### src/design/asbs_pkg.sv
// Shared types, constants and the sine table function of the additive sine bank synthesizer.
// No dependencies; the design modules and the testbench import this package.
`timescale 1ns / 1ps
`default_nettype none

package asbs_pkg;

    localparam int MAX_KEYS_DEFAULT        = 64;
    localparam int SINE_TABLE_BITS_DEFAULT = 10;

    localparam int AMP_W     = 16;
    localparam int CFG_IDX_W = 3;
    localparam int CFG_DAT_W = 32;

    localparam logic [AMP_W-1:0] AMP_ONE = 16'h8000;
    localparam logic [15:0]      SAMPLE_MAX = 16'd32767;

    localparam logic CMD_SET = 1'b0;
    localparam logic CMD_GEN = 1'b1;

    localparam logic [CFG_IDX_W-1:0] CFG_NUM_KEYS    = 3'd0;
    localparam logic [CFG_IDX_W-1:0] CFG_BASE_STEP   = 3'd1;
    localparam logic [CFG_IDX_W-1:0] CFG_KEY_RATIO   = 3'd2;
    localparam logic [CFG_IDX_W-1:0] CFG_SMOOTH_COEF = 3'd3;
    localparam logic [CFG_IDX_W-1:0] CFG_OUT_GAIN    = 3'd4;

    localparam logic [6:0]  RST_NUM_KEYS    = 7'd64;
    localparam logic [31:0] RST_BASE_STEP   = 32'd26843546;
    localparam logic [31:0] RST_KEY_RATIO   = 32'd1090519040;
    localparam logic [15:0] RST_SMOOTH_COEF = 16'd131;
    localparam logic [15:0] RST_OUT_GAIN    = 16'd256;

    localparam logic [63:0] POLY_Q30 [6] = '{
        64'd1686629713, 64'd693598669, 64'd85569306, 64'd5026995, 64'd172272, 64'd3864
    };

    typedef enum logic [2:0] {
        ST_IDLE,
        ST_RUN,
        ST_DRAIN,
        ST_ABS,
        ST_SCALE,
        ST_OUT
    } asbs_state_t;

    typedef struct packed {
        logic clear;
        logic term_valid;
        logic take_abs;
        logic scale;
        logic load;
    } mix_ctl_t;

    typedef struct packed {
        logic busy;
        logic out_free;
    } mix_sts_t;

    // One table entry: a quarter wave from an odd polynomial in Q2.30, mirrored by quadrant.
    function automatic logic signed [15:0] sine_entry(input int unsigned idx,
                                                      input int unsigned tb);
        logic [63:0] quad;
        logic [63:0] r;
        logic [63:0] frac;
        logic [63:0] x;
        logic [63:0] x2;
        logic [63:0] p;
        int unsigned qb;
        logic signed [15:0] v;
        qb   = tb - 2;
        quad = 64'((idx >> qb) & 3);
        r    = 64'(idx) & ((64'd1 << qb) - 64'd1);
        frac = quad[0] ? ((64'd1 << qb) - r) : r;
        x    = frac << (30 - qb);
        x2   = (x * x) >> 30;
        p    = POLY_Q30[5];
        for (int j = 4; j >= 0; j--)
        begin
            p = POLY_Q30[j] - ((p * x2) >> 30);
        end
        p = (((p * x) >> 30) + 64'd16384) >> 15;
        if (p > 64'd32767)
        begin
            p = 64'd32767;
        end
        v = 16'(p);
        return quad[1] ? -v : v;
    endfunction

endpackage

`default_nettype wire

### src/design/asbs_amp_store.sv
// Target and smoothed amplitude memories, one synchronous read port each.
// Entries never written since reset read as zero through per-entry valid bits. Uses asbs_pkg.
`timescale 1ns / 1ps
`default_nettype none

module asbs_amp_store #(
    parameter int MAX_KEYS = 64
) (
    input  wire                         clk,
    input  wire                         rst_n,
    input  wire                         tgt_we,
    input  wire [$clog2(MAX_KEYS)-1:0]  tgt_waddr,
    input  wire [asbs_pkg::AMP_W-1:0]   tgt_wdata,
    input  wire                         sm_we,
    input  wire [$clog2(MAX_KEYS)-1:0]  sm_waddr,
    input  wire [asbs_pkg::AMP_W-1:0]   sm_wdata,
    input  wire                         rd_en,
    input  wire [$clog2(MAX_KEYS)-1:0]  rd_addr,
    output logic [asbs_pkg::AMP_W-1:0]  tgt_q,
    output logic [asbs_pkg::AMP_W-1:0]  sm_q
);
    import asbs_pkg::*;

    logic [AMP_W-1:0]    tgt_mem [MAX_KEYS];
    logic [AMP_W-1:0]    sm_mem  [MAX_KEYS];
    logic [MAX_KEYS-1:0] tgt_vld_reg;
    logic [MAX_KEYS-1:0] sm_vld_reg;
    logic [AMP_W-1:0]    tgt_q_reg;
    logic [AMP_W-1:0]    sm_q_reg;
    logic                tgt_hit_reg;
    logic                sm_hit_reg;

    always_ff @(posedge clk)
    begin
        if (tgt_we)
        begin
            tgt_mem[tgt_waddr] <= tgt_wdata;
        end
        if (sm_we)
        begin
            sm_mem[sm_waddr] <= sm_wdata;
        end
        if (rd_en)
        begin
            tgt_q_reg <= tgt_mem[rd_addr];
            sm_q_reg  <= sm_mem[rd_addr];
        end
    end

    always_ff @(posedge clk or negedge rst_n)
    begin
        if (!rst_n)
        begin
            tgt_vld_reg <= '0;
            sm_vld_reg  <= '0;
            tgt_hit_reg <= 1'b0;
            sm_hit_reg  <= 1'b0;
        end
        else
        begin
            if (tgt_we)
            begin
                tgt_vld_reg[tgt_waddr] <= 1'b1;
            end
            if (sm_we)
            begin
                sm_vld_reg[sm_waddr] <= 1'b1;
            end
            if (rd_en)
            begin
                tgt_hit_reg <= tgt_vld_reg[rd_addr];
                sm_hit_reg  <= sm_vld_reg[rd_addr];
            end
        end
    end

    assign tgt_q = tgt_hit_reg ? tgt_q_reg : '0;
    assign sm_q  = sm_hit_reg ? sm_q_reg : '0;

`ifndef ASSERT_OFF
    a_no_sm_overlap: assert property (@(posedge clk) disable iff (!rst_n)
        (sm_we && rd_en) |-> (sm_waddr != rd_addr))
        else $error("smoothed write-back hits the entry being read");
    a_no_tgt_during_read: assert property (@(posedge clk) disable iff (!rst_n)
        !(tgt_we && rd_en))
        else $error("target write during a key walk");
    a_tgt_valid_set: assert property (@(posedge clk) disable iff (!rst_n)
        tgt_we |=> tgt_vld_reg[$past(tgt_waddr)])
        else $error("target valid bit not set after write");
`endif

endmodule

`default_nettype wire

### config.mk
export PLATFORM = sky130hd
export DESIGN_NAME = asbs_amp_store
export DESIGN_NICKNAME = d
export VERILOG_FILES = /design/src/design/asbs_pkg.sv /design/src/design/asbs_amp_store.sv
export SDC_FILE = /design/constraint.sdc
export NUM_CORES = 2
export LEC_CHECK = 0
export BUFFER_PORTS_ARGS = -buffer_cell sky130_fd_sc_hd__buf_2
export CAP_MARGIN = 20
export CORE_ASPECT_RATIO = 1.2
export CORE_MARGIN = 2
export CORE_UTILIZATION = 53
export DETAILED_ROUTE_END_ITERATION = 8
export PLACE_DENSITY = 0.72
export SKIP_LAST_GASP = 1
export SLEW_MARGIN = 15
export SYNTH_ARGS = -nofsm -noshare
export SYNTH_HDL_FRONTEND = slang
export SYNTH_SLANG_ARGS = --single-unit
### constraint.sdc
create_clock -name clk -period 2 [get_ports clk]
set_input_delay 0.3 -clock clk [delete_from_list [all_inputs] [get_ports clk]]
set_output_delay 0.3 -clock clk [all_outputs]
set_load 0.1 [all_outputs]
# Yosys cells after proc, flatten, opt, wreduce, memory -nomap -nowiden
# Memories as Yosys holds them, arrays and structs flattened. A register that Yosys moved wholly into a read port is not among the register bits.
# Cells that the tools add are included.
totals:
  ff_bits: 130
  mem_bits_rw: 2048
  input_bits: 55
  out_inout_bits: 32
  wordCells: 29
  mem_count: 2
op_classes:
  n_lt_le_gt_ge: 5
  n_mux: 14
  n_bitwise: 2
  reduce_logical: 2
memory_table:
  columns: ["memory", "depth", "word_bits", "rd", "rd_clocked_by_memory_dff", "wr", "line", "source"]
  rows:
  - ["sm_mem", 64, 16, 1, 1, 1, "asbs_amp_store.sv:25", "logic [AMP_W-1:0] sm_mem [MAX_KEYS];"]
  - ["tgt_mem", 64, 16, 1, 1, 1, "asbs_amp_store.sv:24", "logic [AMP_W-1:0] tgt_mem [MAX_KEYS];"]
ops:
  columns: ["cell", "n"]
  rows:
  - ["$or 64x64->64", 2]
  - ["$mux 16", 2]
  - ["$lt 6x7->1 const B", 3]
  - ["$bmux 1 s6", 2]
  - ["$demux 1 s6", 2]
  - ["$ge 6x1->1 const B", 2]
  - ["$mux 1", 8]
  - ["$logic_and 1x1->1", 2]

# Depth between registers and ports, before layout
logic_depth:
  word_depth: 5
  depth_mapped: 11
  mapped_depth_nobuf: 5

# Least setup slack after synthesis
# No wires, ideal clock.
synth_path:
  path_type: "input-to-reg"
  from: "input rd_addr[0]"
  to: "register sm_q_reg[13] (read register of sm_mem), data pin"
  setup_time_ns: 0.269
  t_arrival_ns: 2.082
  required_time_ns: 1.731
  path_slack_ns: -0.351
  stages: 10
  n_path_buf: 5
  path_cell_list: "clkbuf_1 buf_4 buf_6 buf_4 buf_2 mux4_2 a22oi_1 nand3_1 o211ai_1 o21ai_0"
synth_rtl:
  columns: ["element", "line", "source"]
  rows:
  - ["start: declaration", "asbs_amp_store.sv:18", "input wire [$clog2(MAX_KEYS)-1:0] rd_addr,"]
  - ["end: declaration", "asbs_amp_store.sv:29", "logic [AMP_W-1:0] sm_q_reg;"]

# Worst setup path after layout
layout_path:
  from: "register sm_hit_reg"
  to: "output sm_q[5] (netlist bit)"
layout_via:
  elab_chain_len: 1
layout_lines:
  columns: ["element", "line", "source"]
  rows:
  - ["start: declaration", "asbs_amp_store.sv:31", "logic sm_hit_reg;"]
  - ["start signal: assignment", "asbs_amp_store.sv:72", "sm_hit_reg <= sm_vld_reg[rd_addr];"]
  - ["$mux 16", "asbs_amp_store.sv:78", "assign sm_q = sm_hit_reg ? sm_q_reg : '0;"]
  - ["end: declaration", "asbs_amp_store.sv:20", "output logic [asbs_pkg::AMP_W-1:0] sm_q"]
# No other way between the ends.

==> impl_results.md <==
- Final setup vio count: 48
- Clock network fraction of design power: 0.397
- Total clock sinks: 2210
- Final count of pins violating max slew: 0
- IO Port Bufs: 86
- Post-Synthesis Cells: 3644
- Initial antenna violation count: 4
- Tmin final: 2.25 ns
- Fin nets: 4319
- Pleak: 33.1 nW
- Largest net degree at the start of global routing: 65
- Setup WS post-layout: -0.252 ns
- Global-route wire length before repair: 298 mm
- Rows: 160
- Critical path type: flop to primary output
- Root buf cell: clkbuf_16
- Vias in the first global route: 42500
- Dpl cell area: 93800 µm²
- Crit path capture type: primary output
- Worst skew pair latency: 0.84 ns
- GPL Wtd Cong: 0.834
- Slew HR: 0.490
- PD cells: 968 nW/µm²
- Cts bufs inserted: 199
- CTS tree: yes
- Yosys top cell area share: 0.739
- Mean Syn Cell Area: 23.2 µm²
- Biggest regs: sm_mem (1024), tgt_mem (1024)
- Aggregate global-route resource usage: 0.256
- Worst-Margin Slew: 0.765 ns
- Fin. Hold Viols: 0
- Initial drt markers: 5403
- Final HPWL from detailed placement: 123 mm
- Seq/Total Area, Yosys: 0.778
- Setup Skew: 0.0293 ns
- DRT antenna net count: 0
- Startpoint Class: flop
- Drt first pass iters: 6
- Ranking of synthesized cells by area: edfxtp_1 (74%), mux4_2 (17%), dfrtp_1 (3.9%), or2_2 (0.96%), a22oi_1 (0.69%)
- Die X-Extent: 368 µm
- Vias: 41800
- Worst Path Required: 1.70 ns
- H-Tree Depth: 4
- Commonest non-fill, non-tap cell in the layout: edfxtp_1
- Worst vdd ir: 0.906 mV
- Pint: 76.8 mW
- Synth Warn #: 0
- Yosys top cell by area: edfxtp_1
- Remaining global-route overflow: 0
- Final cell count without fillers: 6543
- Max FO, Critical Path: 7
- Flop pwr share: 0.530
- CTS max path bufs: 3
- Comb power frac: 0.073
- WL/cell: 31.6 µm
- Clk pin slew, worst setup/hold paths: 0.06 ns
- Max Freq: 444 MHz
- Dpl cells: 6149
- Switching share of power: 0.215
- Synth cell types: 35
- Die ar.: 163000 µm²
- Violated checks: setup timing
- Starting Density: 0.533
- Area Overhead vs Synth: 19.6%
- Via density: 6.39
- Core Box Area: 158000 µm²
- Final WL: 207 mm
- R2r setup slk: -0.14 ns
- Psw: 21.0 mW
- Synth Register Bits: 2210
- RSZ-0062 raised after global routing: true
- Syn Std Cell Area: 84500 µm²
- Design area: 101000 µm²
- Final Cycle Share: 1.13
- Crit path arrival time: 1.95 ns
- Die Height: 441 µm
- Most frequent cells in the layout: edfxtp_1 (2080), mux4_2 (626), buf_4 (300), buf_12 (230), clkbuf_16 (201)
- Max Cap Viol: 0
- Layout cells sized above 1: 0.421
- I/O pins: 87
- Synth Net Count: 3699
- Worst hold path class: primary input to flop
- Drt drc: 0
- Status: finished with violations
[power groups by stage]
stage | Combinational (mW) | Clock, mW | Sequential, mW
4_1_cts | 7.16 | 39.3 | 51.8
3_5_place_dp | 6.88 | 0 | 52.8
6_report | 7.19 | 38.8 | 51.8
2_1_floorplan | 3.82 | 0 | 52.6
3_3_place_gp | 6.76 | 0 | 52.7
5_1_grt | 7.55 | 40.8 | 51.9
[logic make-up after synthesis]
| kind of cell | share of synthesized area |
|---|---|
| flops | 0.778 |
| buf+inv | 0.0103 |
| compound gates | 0.0135 |
| mux | 0.172 |
| simple gates | 0.0256 |
[cell usage after synthesis, drive strengths merged]
master      n
o221ai      2
nor2b      27
a2111oi     4
o211ai      3
mux2        8
a22oi      78
and2       36
dfrtp     130
or3         2
or3b        3
edfxtp   2080
o22ai       4
nor2      138
nand3b      8
mux2i      38
a22o       13
a221oi     21
or2       130
buf       109
and3b       1
nand4       2
o2111ai     2
nand3      22
clkbuf     81
mux4      626
nand2      42
nand2b      5
a21oi      10
a32o        1
a211oi      5
nor3        4
o21ai       9
[layout make-up]
| cell class | count | area [µm²] |
|---|---|---|
| Sequential cell | 2210 | 65700 |
| Fill cell | 9875 | 57300 |
| Multi-Input combinational cell | 1244 | 18500 |
| Timing Repair Buffer | 609 | 7450 |
| Clock buffer | 248 | 5310 |
| Tap cell | 2106 | 2640 |
| Clock inverter | 124 | 1370 |
| Antenna cell | 2 | 5.00 |
[worst max-delay path: stages, from the launching register on]
cell and delay, ns:
dfrtp_4 0.50, buf_12 0.16, buf_8 0.14, and2_4 0.14, buf_12 0.16
[final timing paths]
| check | startpoint | to | cells past startpoint |
|---|---|---|---|
| min reg2reg | sm_vld_reg[1]$_DFFE_PN0P_ | sm_vld_reg[1]$_DFFE_PN0P_ | 1 |
| max | sm_hit_reg$_DFFE_PN0P_ | sm_q[5] | 4 |
| min in group asynchronous | rst_n | sm_vld_reg[49]$_DFFE_PN0P_ | 3 |
| min | sm_waddr[1] | sm_mem[36][9]$_DFFE_PP_ | 4 |
| max reg2reg | tgt_mem[53][7]$_DFFE_PP_ | tgt_q_reg[7]$_DFFE_PP_ | 5 |
| max in group asynchronous | rst_n | tgt_vld_reg[62]$_DFFE_PN0P_ | 3 |
[per-layer routing]
layer  vias to the layer above  global-route usage  share of wire
li1                      16700                   -              -
met1                     22400               0.362           0.38
met2                      2431               0.418           0.50
met3                       345              0.0489          0.096
met4                         2              0.0666          0.024
met5                         -                   0       0.000053
[stage by stage]
stage | utilization | setup WS [ns] | TNS, ns | total power [mW] | hold slack [ns]
6_report | 0.638 | -0.252 | -5.98 | 97.8 | 0.0799
5_1_grt | 0.638 | -0.299 | -8.32 | 100 | 0.0798
4_1_cts | 0.637 | -0.289 | -7.35 | 98.2 | 0.0202
3_5_place_dp | 0.592 | -0.915 | -22.32 | 59.7 | 0.272
3_3_place_gp | 0.592 | -0.876 | -21.95 | 59.5 | 0.273
2_1_floorplan | - | -0.253 | -93.44 | 56.5 | 0.00441
[what timing repair did]
action	in CTS	in global routing
gates resized for setup	80	21
hold endpoints to repair	876	0
hold buffers	18	0
endpoints found under the setup margin	58	59
setup buffers	5	1
pin swaps	25	8
(Power assumes the default switching activity.)
