## config.mk

```make
export PLATFORM = sky130hd
export DESIGN_NAME = asbs_mixer_flat
export DESIGN_NICKNAME = d
export VERILOG_FILES = /design/src/design/asbs_pkg.sv /design/src/design/asbs_out_if.sv /design/src/design/asbs_mixer.sv /design/src/flat_wrapper.sv
export SDC_FILE = /design/constraint.sdc
export NUM_CORES = 2
export LEC_CHECK = 0
export ABC_AREA = 1
export BUFFER_PORTS_ARGS = -buffer_cell sky130_fd_sc_hd__buf_2
export CORE_ASPECT_RATIO = 1.5
export CORE_MARGIN = 2
export CORE_UTILIZATION = 52
export CTS_CLUSTER_SIZE = 24
export DETAILED_ROUTE_END_ITERATION = 6
export PLACE_DENSITY = 0.68
export SYNTH_ARGS = -nofsm -noshare
export SYNTH_HDL_FRONTEND = slang
export SYNTH_SLANG_ARGS = --single-unit
```

## constraint.sdc

```tcl
create_clock -name clk -period 6.7 [get_ports clk]
set_input_delay 1.34 -clock clk [delete_from_list [all_inputs] [get_ports clk]]
set_output_delay 1.34 -clock clk [all_outputs]
set_load 0.005 [all_outputs]
```

## src/design/asbs_pkg.sv

```systemverilog
// Shared types, constants and the sine table function of the additive sine bank synthesizer.
// No dependencies; the design modules and the testbench import this package.
`timescale 1ns / 1ps
`default_nettype none

package asbs_pkg;

    localparam int MAX_KEYS_DEFAULT        = 64;
    localparam int SINE_TABLE_BITS_DEFAULT = 10;

    localparam int AMP_W     = 16;
    localparam int CFG_IDX_W = 3;
    localparam int CFG_DAT_W = 32;

    localparam logic [AMP_W-1:0] AMP_ONE = 16'h8000;
    localparam logic [15:0]      SAMPLE_MAX = 16'd32767;

    localparam logic CMD_SET = 1'b0;
    localparam logic CMD_GEN = 1'b1;

    localparam logic [CFG_IDX_W-1:0] CFG_NUM_KEYS    = 3'd0;
    localparam logic [CFG_IDX_W-1:0] CFG_BASE_STEP   = 3'd1;
    localparam logic [CFG_IDX_W-1:0] CFG_KEY_RATIO   = 3'd2;
    localparam logic [CFG_IDX_W-1:0] CFG_SMOOTH_COEF = 3'd3;
    localparam logic [CFG_IDX_W-1:0] CFG_OUT_GAIN    = 3'd4;

    localparam logic [6:0]  RST_NUM_KEYS    = 7'd64;
    localparam logic [31:0] RST_BASE_STEP   = 32'd26843546;
    localparam logic [31:0] RST_KEY_RATIO   = 32'd1090519040;
    localparam logic [15:0] RST_SMOOTH_COEF = 16'd131;
    localparam logic [15:0] RST_OUT_GAIN    = 16'd256;

    localparam logic [63:0] POLY_Q30 [6] = '{
        64'd1686629713, 64'd693598669, 64'd85569306, 64'd5026995, 64'd172272, 64'd3864
    };

    typedef enum logic [2:0] {
        ST_IDLE,
        ST_RUN,
        ST_DRAIN,
        ST_ABS,
        ST_SCALE,
        ST_OUT
    } asbs_state_t;

    typedef struct packed {
        logic clear;
        logic term_valid;
        logic take_abs;
        logic scale;
        logic load;
    } mix_ctl_t;

    typedef struct packed {
        logic busy;
        logic out_free;
    } mix_sts_t;

    // One table entry: a quarter wave from an odd polynomial in Q2.30, mirrored by quadrant.
    function automatic logic signed [15:0] sine_entry(input int unsigned idx,
                                                      input int unsigned tb);
        logic [63:0] quad;
        logic [63:0] r;
        logic [63:0] frac;
        logic [63:0] x;
        logic [63:0] x2;
        logic [63:0] p;
        int unsigned qb;
        logic signed [15:0] v;
        qb   = tb - 2;
        quad = 64'((idx >> qb) & 3);
        r    = 64'(idx) & ((64'd1 << qb) - 64'd1);
        frac = quad[0] ? ((64'd1 << qb) - r) : r;
        x    = frac << (30 - qb);
        x2   = (x * x) >> 30;
        p    = POLY_Q30[5];
        for (int j = 4; j >= 0; j--)
        begin
            p = POLY_Q30[j] - ((p * x2) >> 30);
        end
        p = (((p * x) >> 30) + 64'd16384) >> 15;
        if (p > 64'd32767)
        begin
            p = 64'd32767;
        end
        v = 16'(p);
        return quad[1] ? -v : v;
    endfunction

endpackage

`default_nettype wire

```

## src/design/asbs_out_if.sv

```systemverilog
// Sample channel of the additive sine bank synthesizer: valid, ready and one output sample.
// No dependencies.
`timescale 1ns / 1ps
`default_nettype none

interface asbs_out_if;
    logic               valid;
    logic               ready;
    logic signed [15:0] sample;
    logic               saturated;

    modport source (output valid, output sample, output saturated, input ready);
    modport sink (input valid, input sample, input saturated, output ready);
endinterface

`default_nettype wire

```

## src/design/asbs_mixer.sv

```systemverilog
// Weights each sine by its amplitude, accumulates, scales by the gain, saturates and holds
// the finished sample in the output register. Uses asbs_pkg and asbs_out_if.
`timescale 1ns / 1ps
`default_nettype none

module asbs_mixer #(
    parameter int MAX_KEYS = 64
) (
    input  wire                        clk,
    input  wire                        rst_n,
    input  asbs_pkg::mix_ctl_t         ctl,
    input  wire signed [15:0]          sine,
    input  wire [asbs_pkg::AMP_W-1:0]  amp,
    input  wire [15:0]                 gain,
    output asbs_pkg::mix_sts_t         sts,
    asbs_out_if.source                 rsp
);
    import asbs_pkg::*;

    localparam int ACC_W = 32 + $clog2(MAX_KEYS);
    localparam int SW    = ACC_W + 16;
    localparam int QW    = SW - 23;

    logic signed [31:0]    prod_reg;
    logic                  prod_valid_reg;
    logic signed [ACC_W-1:0] acc_reg;
    logic [ACC_W-1:0]      mag_reg;
    logic                  neg_reg;
    logic [QW-1:0]         q_reg;
    logic                  out_valid_reg;
    logic signed [15:0]    sample_reg;
    logic                  sat_reg;

    logic signed [31:0]    prod_next;
    logic [SW-1:0]         scaled_next;
    logic                  sat_next;
    logic [15:0]           clamp_mag;
    logic signed [15:0]    sample_next;

    assign prod_next   = 32'(sine) * 32'($signed({1'b0, amp}));
    assign scaled_next = SW'(mag_reg) * SW'(gain) + SW'(64'd1 << 22);
    assign sat_next    = q_reg > QW'(SAMPLE_MAX);
    assign clamp_mag   = sat_next ? SAMPLE_MAX : q_reg[15:0];
    assign sample_next = neg_reg ? -$signed(clamp_mag) : $signed(clamp_mag);

    always_ff @(posedge clk)
    begin
        if (ctl.term_valid)
        begin
            prod_reg <= prod_next;
        end
        if (ctl.take_abs)
        begin
            neg_reg <= acc_reg[ACC_W-1];
            mag_reg <= acc_reg[ACC_W-1] ? ACC_W'(-acc_reg) : ACC_W'(acc_reg);
        end
        if (ctl.scale)
        begin
            q_reg <= scaled_next[SW-1:23];
        end
        if (ctl.load)
        begin
            sample_reg <= sample_next;
            sat_reg    <= sat_next;
        end
    end

    always_ff @(posedge clk or negedge rst_n)
    begin
        if (!rst_n)
        begin
            prod_valid_reg <= 1'b0;
            acc_reg        <= '0;
            out_valid_reg  <= 1'b0;
        end
        else
        begin
            prod_valid_reg <= ctl.term_valid;
            if (ctl.clear)
            begin
                acc_reg <= '0;
            end
            else if (prod_valid_reg)
            begin
                acc_reg <= acc_reg + ACC_W'(prod_reg);
            end
            if (ctl.load)
            begin
                out_valid_reg <= 1'b1;
            end
            else if (rsp.ready)
            begin
                out_valid_reg <= 1'b0;
            end
        end
    end

    assign sts.busy     = prod_valid_reg;
    assign sts.out_free = !out_valid_reg || rsp.ready;

    assign rsp.valid     = out_valid_reg;
    assign rsp.sample    = sample_reg;
    assign rsp.saturated = sat_reg;

`ifndef ASSERT_OFF
    a_load_when_free: assert property (@(posedge clk) disable iff (!rst_n)
        ctl.load |-> (!out_valid_reg || rsp.ready))
        else $error("sample loaded over one not yet taken");
    a_no_add_on_clear: assert property (@(posedge clk) disable iff (!rst_n)
        ctl.clear |-> !prod_valid_reg)
        else $error("accumulator cleared while a term is pending");
    a_sat_bound: assert property (@(posedge clk) disable iff (!rst_n)
        rsp.valid |-> (rsp.sample != 16'sh8000))
        else $error("sample outside the saturated range");
`endif

endmodule

`default_nettype wire

```

## src/flat_wrapper.sv

```systemverilog
// flat-port wrapper written by rule: the top's interface ports become plain ports
module asbs_mixer_flat import asbs_pkg::*;
#(
    parameter int MAX_KEYS = 64
)
  (clk, rst_n, ctl, sine, amp, gain, sts, rsp_valid, rsp_sample, rsp_saturated, rsp_ready);
  asbs_out_if rsp_i ();
  input  wire clk;
  input  wire rst_n;
  input  asbs_pkg::mix_ctl_t ctl;
  input  wire signed [15:0] sine;
  input  wire [asbs_pkg::AMP_W-1:0] amp;
  input  wire [15:0] gain;
  output asbs_pkg::mix_sts_t sts;
  output wire logic [$bits(rsp_i.valid)-1:0] rsp_valid;
  output wire logic [$bits(rsp_i.sample)-1:0] rsp_sample;
  output wire logic [$bits(rsp_i.saturated)-1:0] rsp_saturated;
  input wire logic [$bits(rsp_i.ready)-1:0] rsp_ready;
  assign rsp_valid = rsp_i.valid;
  assign rsp_sample = rsp_i.sample;
  assign rsp_saturated = rsp_i.saturated;
  assign rsp_i.ready = rsp_ready;
  asbs_mixer #(.MAX_KEYS(MAX_KEYS)) u_core (.clk(clk), .rst_n(rst_n), .ctl(ctl), .sine(sine), .amp(amp), .gain(gain), .sts(sts), .rsp(rsp_i));
endmodule
```

Word level (Yosys, flattened, before mapping)

Cells that the tools add are included.

Add/sub/neg operators: 4
$mul: 2
Order comparisons: 1
Multiplexer cells: 7
Reductions and logical operators: 4

Operator list:

| cell                                                                    | number |
|---|---|
| 38-bit two-way mux                                                      | 2 |
| 54-bit by 23-bit adder with 54-bit output (second input constant)       | 1 |
| 38-bit by 16-bit multiplier with 54-bit output                          | 1 |
| 38-bit by 32-bit adder with 38-bit output                               | 1 |
| 38-bit negator                                                          | 1 |
| 37-bit two-way mux                                                      | 1 |
| 16-bit by 17-bit multiplier with 32-bit output                          | 1 |
| 16-bit two-way mux                                                      | 2 |
| 31-bit by 15-bit > comparator with 1-bit output (second input constant) | 1 |
| 16-bit negator                                                          | 1 |
| 2-bit nonzero test                                                      | 2 |
| 1-bit two-way mux                                                       | 2 |
| 1-bit zero test                                                         | 1 |
| 1-bit logical OR                                                        | 1 |

Register bits after elaboration: 159
Input port bits: 56
Output and inout port bits: 20
Logic and storage cells: 28

Logic depth before layout (Yosys ltp)

Depth after elaboration: 4
Gate-level depth with buffers: 28
Gate-level depth less buffers: 26

Worst setup path before layout

OpenSTA, ideal clock, no wires.

Kind: input -> register
From: input port gain[2]
To: register u_core.q_reg[22] (data pin)
Library setup time: 0.253 ns
Data arrival time: 6.411 ns
Data required time: 6.447 ns
Path slack: 0.036 ns
Cell stages on the path: 24
Path buffers: 2
Cells stage by stage: clkbuf_1 > clkbuf_1 > nand2_1 > fa_1 > inv_1 > fa_1 > inv_1 > fa_1 > inv_1 > fa_1 > fa_1 > inv_1 > fa_1 > inv_1 > ha_1 > nand2_1 > nor2_1 > inv_1 > nor2_1 > inv_1 > nor3_1 > o21ai_0 > nand4_1 > nand2_1

Word-level cells in the longest chain between the ends: 2

Ends and longest elaborated chain:

| element                                        | RTL line           | RTL |
|---|---|---|
| start, declared                                | flat_wrapper.sv:13 | `input wire [15:0] gain;` |
| 38-bit by 16-bit multiplier with 54-bit output | asbs_mixer.sv:41   | `assign scaled_next = SW'(mag_reg) * SW'(gain) + SW'(64'd1 << 22);` |
| 54-bit by 23-bit adder with 54-bit output      | asbs_mixer.sv:41   |  |
| net u_core.scaled_next[45]                     | asbs_mixer.sv:35   | `logic [SW-1:0] scaled_next;` |
| end signal, assigned                           | asbs_mixer.sv:59   | `q_reg <= scaled_next[SW-1:23];` |
| end, declared                                  | asbs_mixer.sv:29   | `logic [QW-1:0] q_reg;` |

The timed path passes the listed nets, and every way through them passes these cells.
A chain may end at the register's enable or synchronous reset.

Final worst setup path

From: input port sine[7]
To: register u_core.prod_reg[26] (data pin)

Word-level cells in the longest chain between the ends: 1

Ends and longest elaborated chain:

| element                                        | RTL line           | RTL |
|---|---|---|
| start, declared                                | flat_wrapper.sv:11 | `input wire signed [15:0] sine;` |
| 16-bit by 17-bit multiplier with 32-bit output | asbs_mixer.sv:40   | `assign prod_next = 32'(sine) * 32'($signed({1'b0, amp}));` |
| net u_core.prod_next[26]                       | asbs_mixer.sv:34   | `logic signed [31:0] prod_next;` |
| end signal, assigned                           | asbs_mixer.sv:50   | `prod_reg <= prod_next;` |
| end, declared                                  | asbs_mixer.sv:24   | `logic signed [31:0] prod_reg;` |

The timed path passes the listed nets, and every way through them passes these cells.

==> out/metrics.cfg <==
[timing]
slew_headroom = 0.3174
clock.fmax_mhz = 153.0
worst_slack_ns = 0.1629
fin_skew_ns = 0.02116
finalHoldViolations = 0
period_share = 0.9757
tightest_slew_ns = 1.024
fin_setup_tns_ns = 0
maxSlewViolCount = 0
setup_violations = 0
rsz0062_at_grt = yes
fin_crit_ns = 6.537

[routing]
viasPerCell = 5.167
vias = 33905
drc = 0
dr.pass1.iters = 6
wl_per_cell_um = 18.08
wirelength_mm = 118.7
drt.antenna.violating_nets = 0
drt_iter0_markers = 1747

[floorplan]
dieWidth_um = 228.8
row_count = 123
core_um2 = 74950
io_pins = 76
die-height_um = 341.2
dieArea_um2 = 78050
initial_core_util = 0.5258

[worst_setup_path]
r2r_cells = 21
start_kind = input port
critPathMaxFanout = 8
crit_path_end_kind = flop
crit_required_ns = 6.85
critPathTopFamily = adder cells
cp_num_buf_inv = 8
critPathMaxStageDelay_ns = 0.54
crit_slowest_cell = fa_1
cp.depth = 25
critical_path_class = in2reg
cp.arrival_ns = 6.69

[logic_synthesis]
synthArstFlopShare = 0.2516
yosysSeqAreaShare = 0.1161
synth_area_per_cell_um2 = 7.421
synthesis.nets = 6375
synthCells = 5310
synth_ff_type = edfxtp_1
synth.distinct_cells = 43
synth-seq-cells = 159
yosys_warnings = 0
syn_area_um2 = 39410
synth_edf_count = 119

[global_route]
grt_pass1_wl_mm = 190.0
grt_pass1_vias = 37006
grt.overflow.total = 0
grt_antenna_before_repair = 1
grt_usage = 0.3157
grt_start_max_net_pins = 41

[min_path]
hold_depth = 0
min_path_type = reg2reg

[final_layout]
num-nets-final = 6614
multi_input_area_um2 = 28600
fill_cells = 7121
regArea_um2 = 4574
n_antenna_cell = 0
design_area_um2 = 43890
synthToLayoutAreaGrowth_pct = 11.39
layout_commonest_cell = nand2_1
utilization = 0.5857
drive_above_1_share = 0.09295
layout_common_cells = 1518 x nand2_1, 1482 x inv_1, 696 x fa_1

[cts]
cts_tree = built
cts_setup_buffers = 0
clock_latency_ns = 0.48
root_buffer = clkbuf_16
numCtsBuffers = 17
path_clk_slew_ns = 0.07
clockBufferDepth = 2
htreeDepth = 4
cts.sinks = 159

[job]
maxCapViolCount = 0

[placed_design]
dp_slack_ns = -0.5631
postPlaceCellArea_um2 = 43130
routabilityCongestion = 1.032
dp_hpwl_mm = 103.8
port_buffers = 75

[outcome]
status = finished clean

-- repair_timing --
| item | 4_1_cts | 5_1_grt |
|---|---|---|
| resized for setup | 6 | 59 |
| hold buffers | 0 | 0 |
| pin swaps | 0 | 3 |
| setup endpoints to repair | 12 | 38 |
-- stage by stage --
| stage | hold WS (ns) | cells |
|---|---|---|
| global route | 0.5200 | 6562 |
| CTS | 0.4931 | 6562 |
| floorplan | 0.4525 | 5310 |
| finish | 0.4886 | 6562 |
| detailed placement | 0.4815 | 6530 |
| global placement | 0.4700 | 6530 |
-- cells by family after synthesis --
family	after synthesis	synth area share
and+or+nand+nor	2044	0.2072
AOI/OAI and AO/OA	333	0.04528
buffers and inverters	1687	0.1611
xor gates and xnor gates	78	0.01734
adders and majority gates	1009	0.4530
DFF	159	0.1161
-- routing by layer --
layer | share of wire | GRT usage | up-vias
li1 | - | - | 15873
met1 | 0.33 | 0.3055 | 16575
met2 | 0.55 | 0.6187 | 1015
met3 | 0.037 | 0.02791 | 442
met4 | 0.086 | 0.2293 | 0
met5 | 0 | 0 | -
-- path summary, 6_finish.rpt --
path                                    start                     to  slack (ns)
min                         u_core.acc_reg[0]      u_core.mag_reg[0]        0.49
max reg2reg                u_core.mag_reg[11]       u_core.q_reg[22]        0.41
min in group asynchronous               rst_n  u_core.prod_valid_reg        1.02
max in group asynchronous               rst_n      u_core.acc_reg[1]        5.01
max                                   sine[7]    u_core.prod_reg[26]        0.16
min reg2reg                 u_core.acc_reg[0]      u_core.mag_reg[0]        0.49
-- area by class of cell --
type	instances	share of cell area
multi-input combinational	3464	0.6517
timing repair buffer	422	0.07488
clock inverter	14	0.003934
sequential	159	0.1042
clock buffer	18	0.009777
inverter	1485	0.1270
tap	1000	0.02851
-- Yosys cell counts (8+ instances only) --
cell	number	area share
nand2_1	1519	0.14
inv_1	1483	0.14
fa_1	696	0.35
ha_1	313	0.099
nor2_1	280	0.027
clkbuf_1	190	0.018
a21oi_1	163	0.021
nand3_1	123	0.016
edfxtp_1	119	0.091
o21ai_0	116	0.015
xor2_1	66	0.015
nand4_1	46	0.0073
dfrtp_1	40	0.025
nor3_1	29	0.0037
o21bai_1	22	0.0042
or2_2	15	0.0024
xnor2_1	12	0.0027
nor4_1	10	0.0016
nand3b_1	9	0.0017
a21o_1	8	0.0015
Power is left out: the tool's default activity adds up to more than one toggle a clock period on the data nets, which glitch-free logic cannot reach.
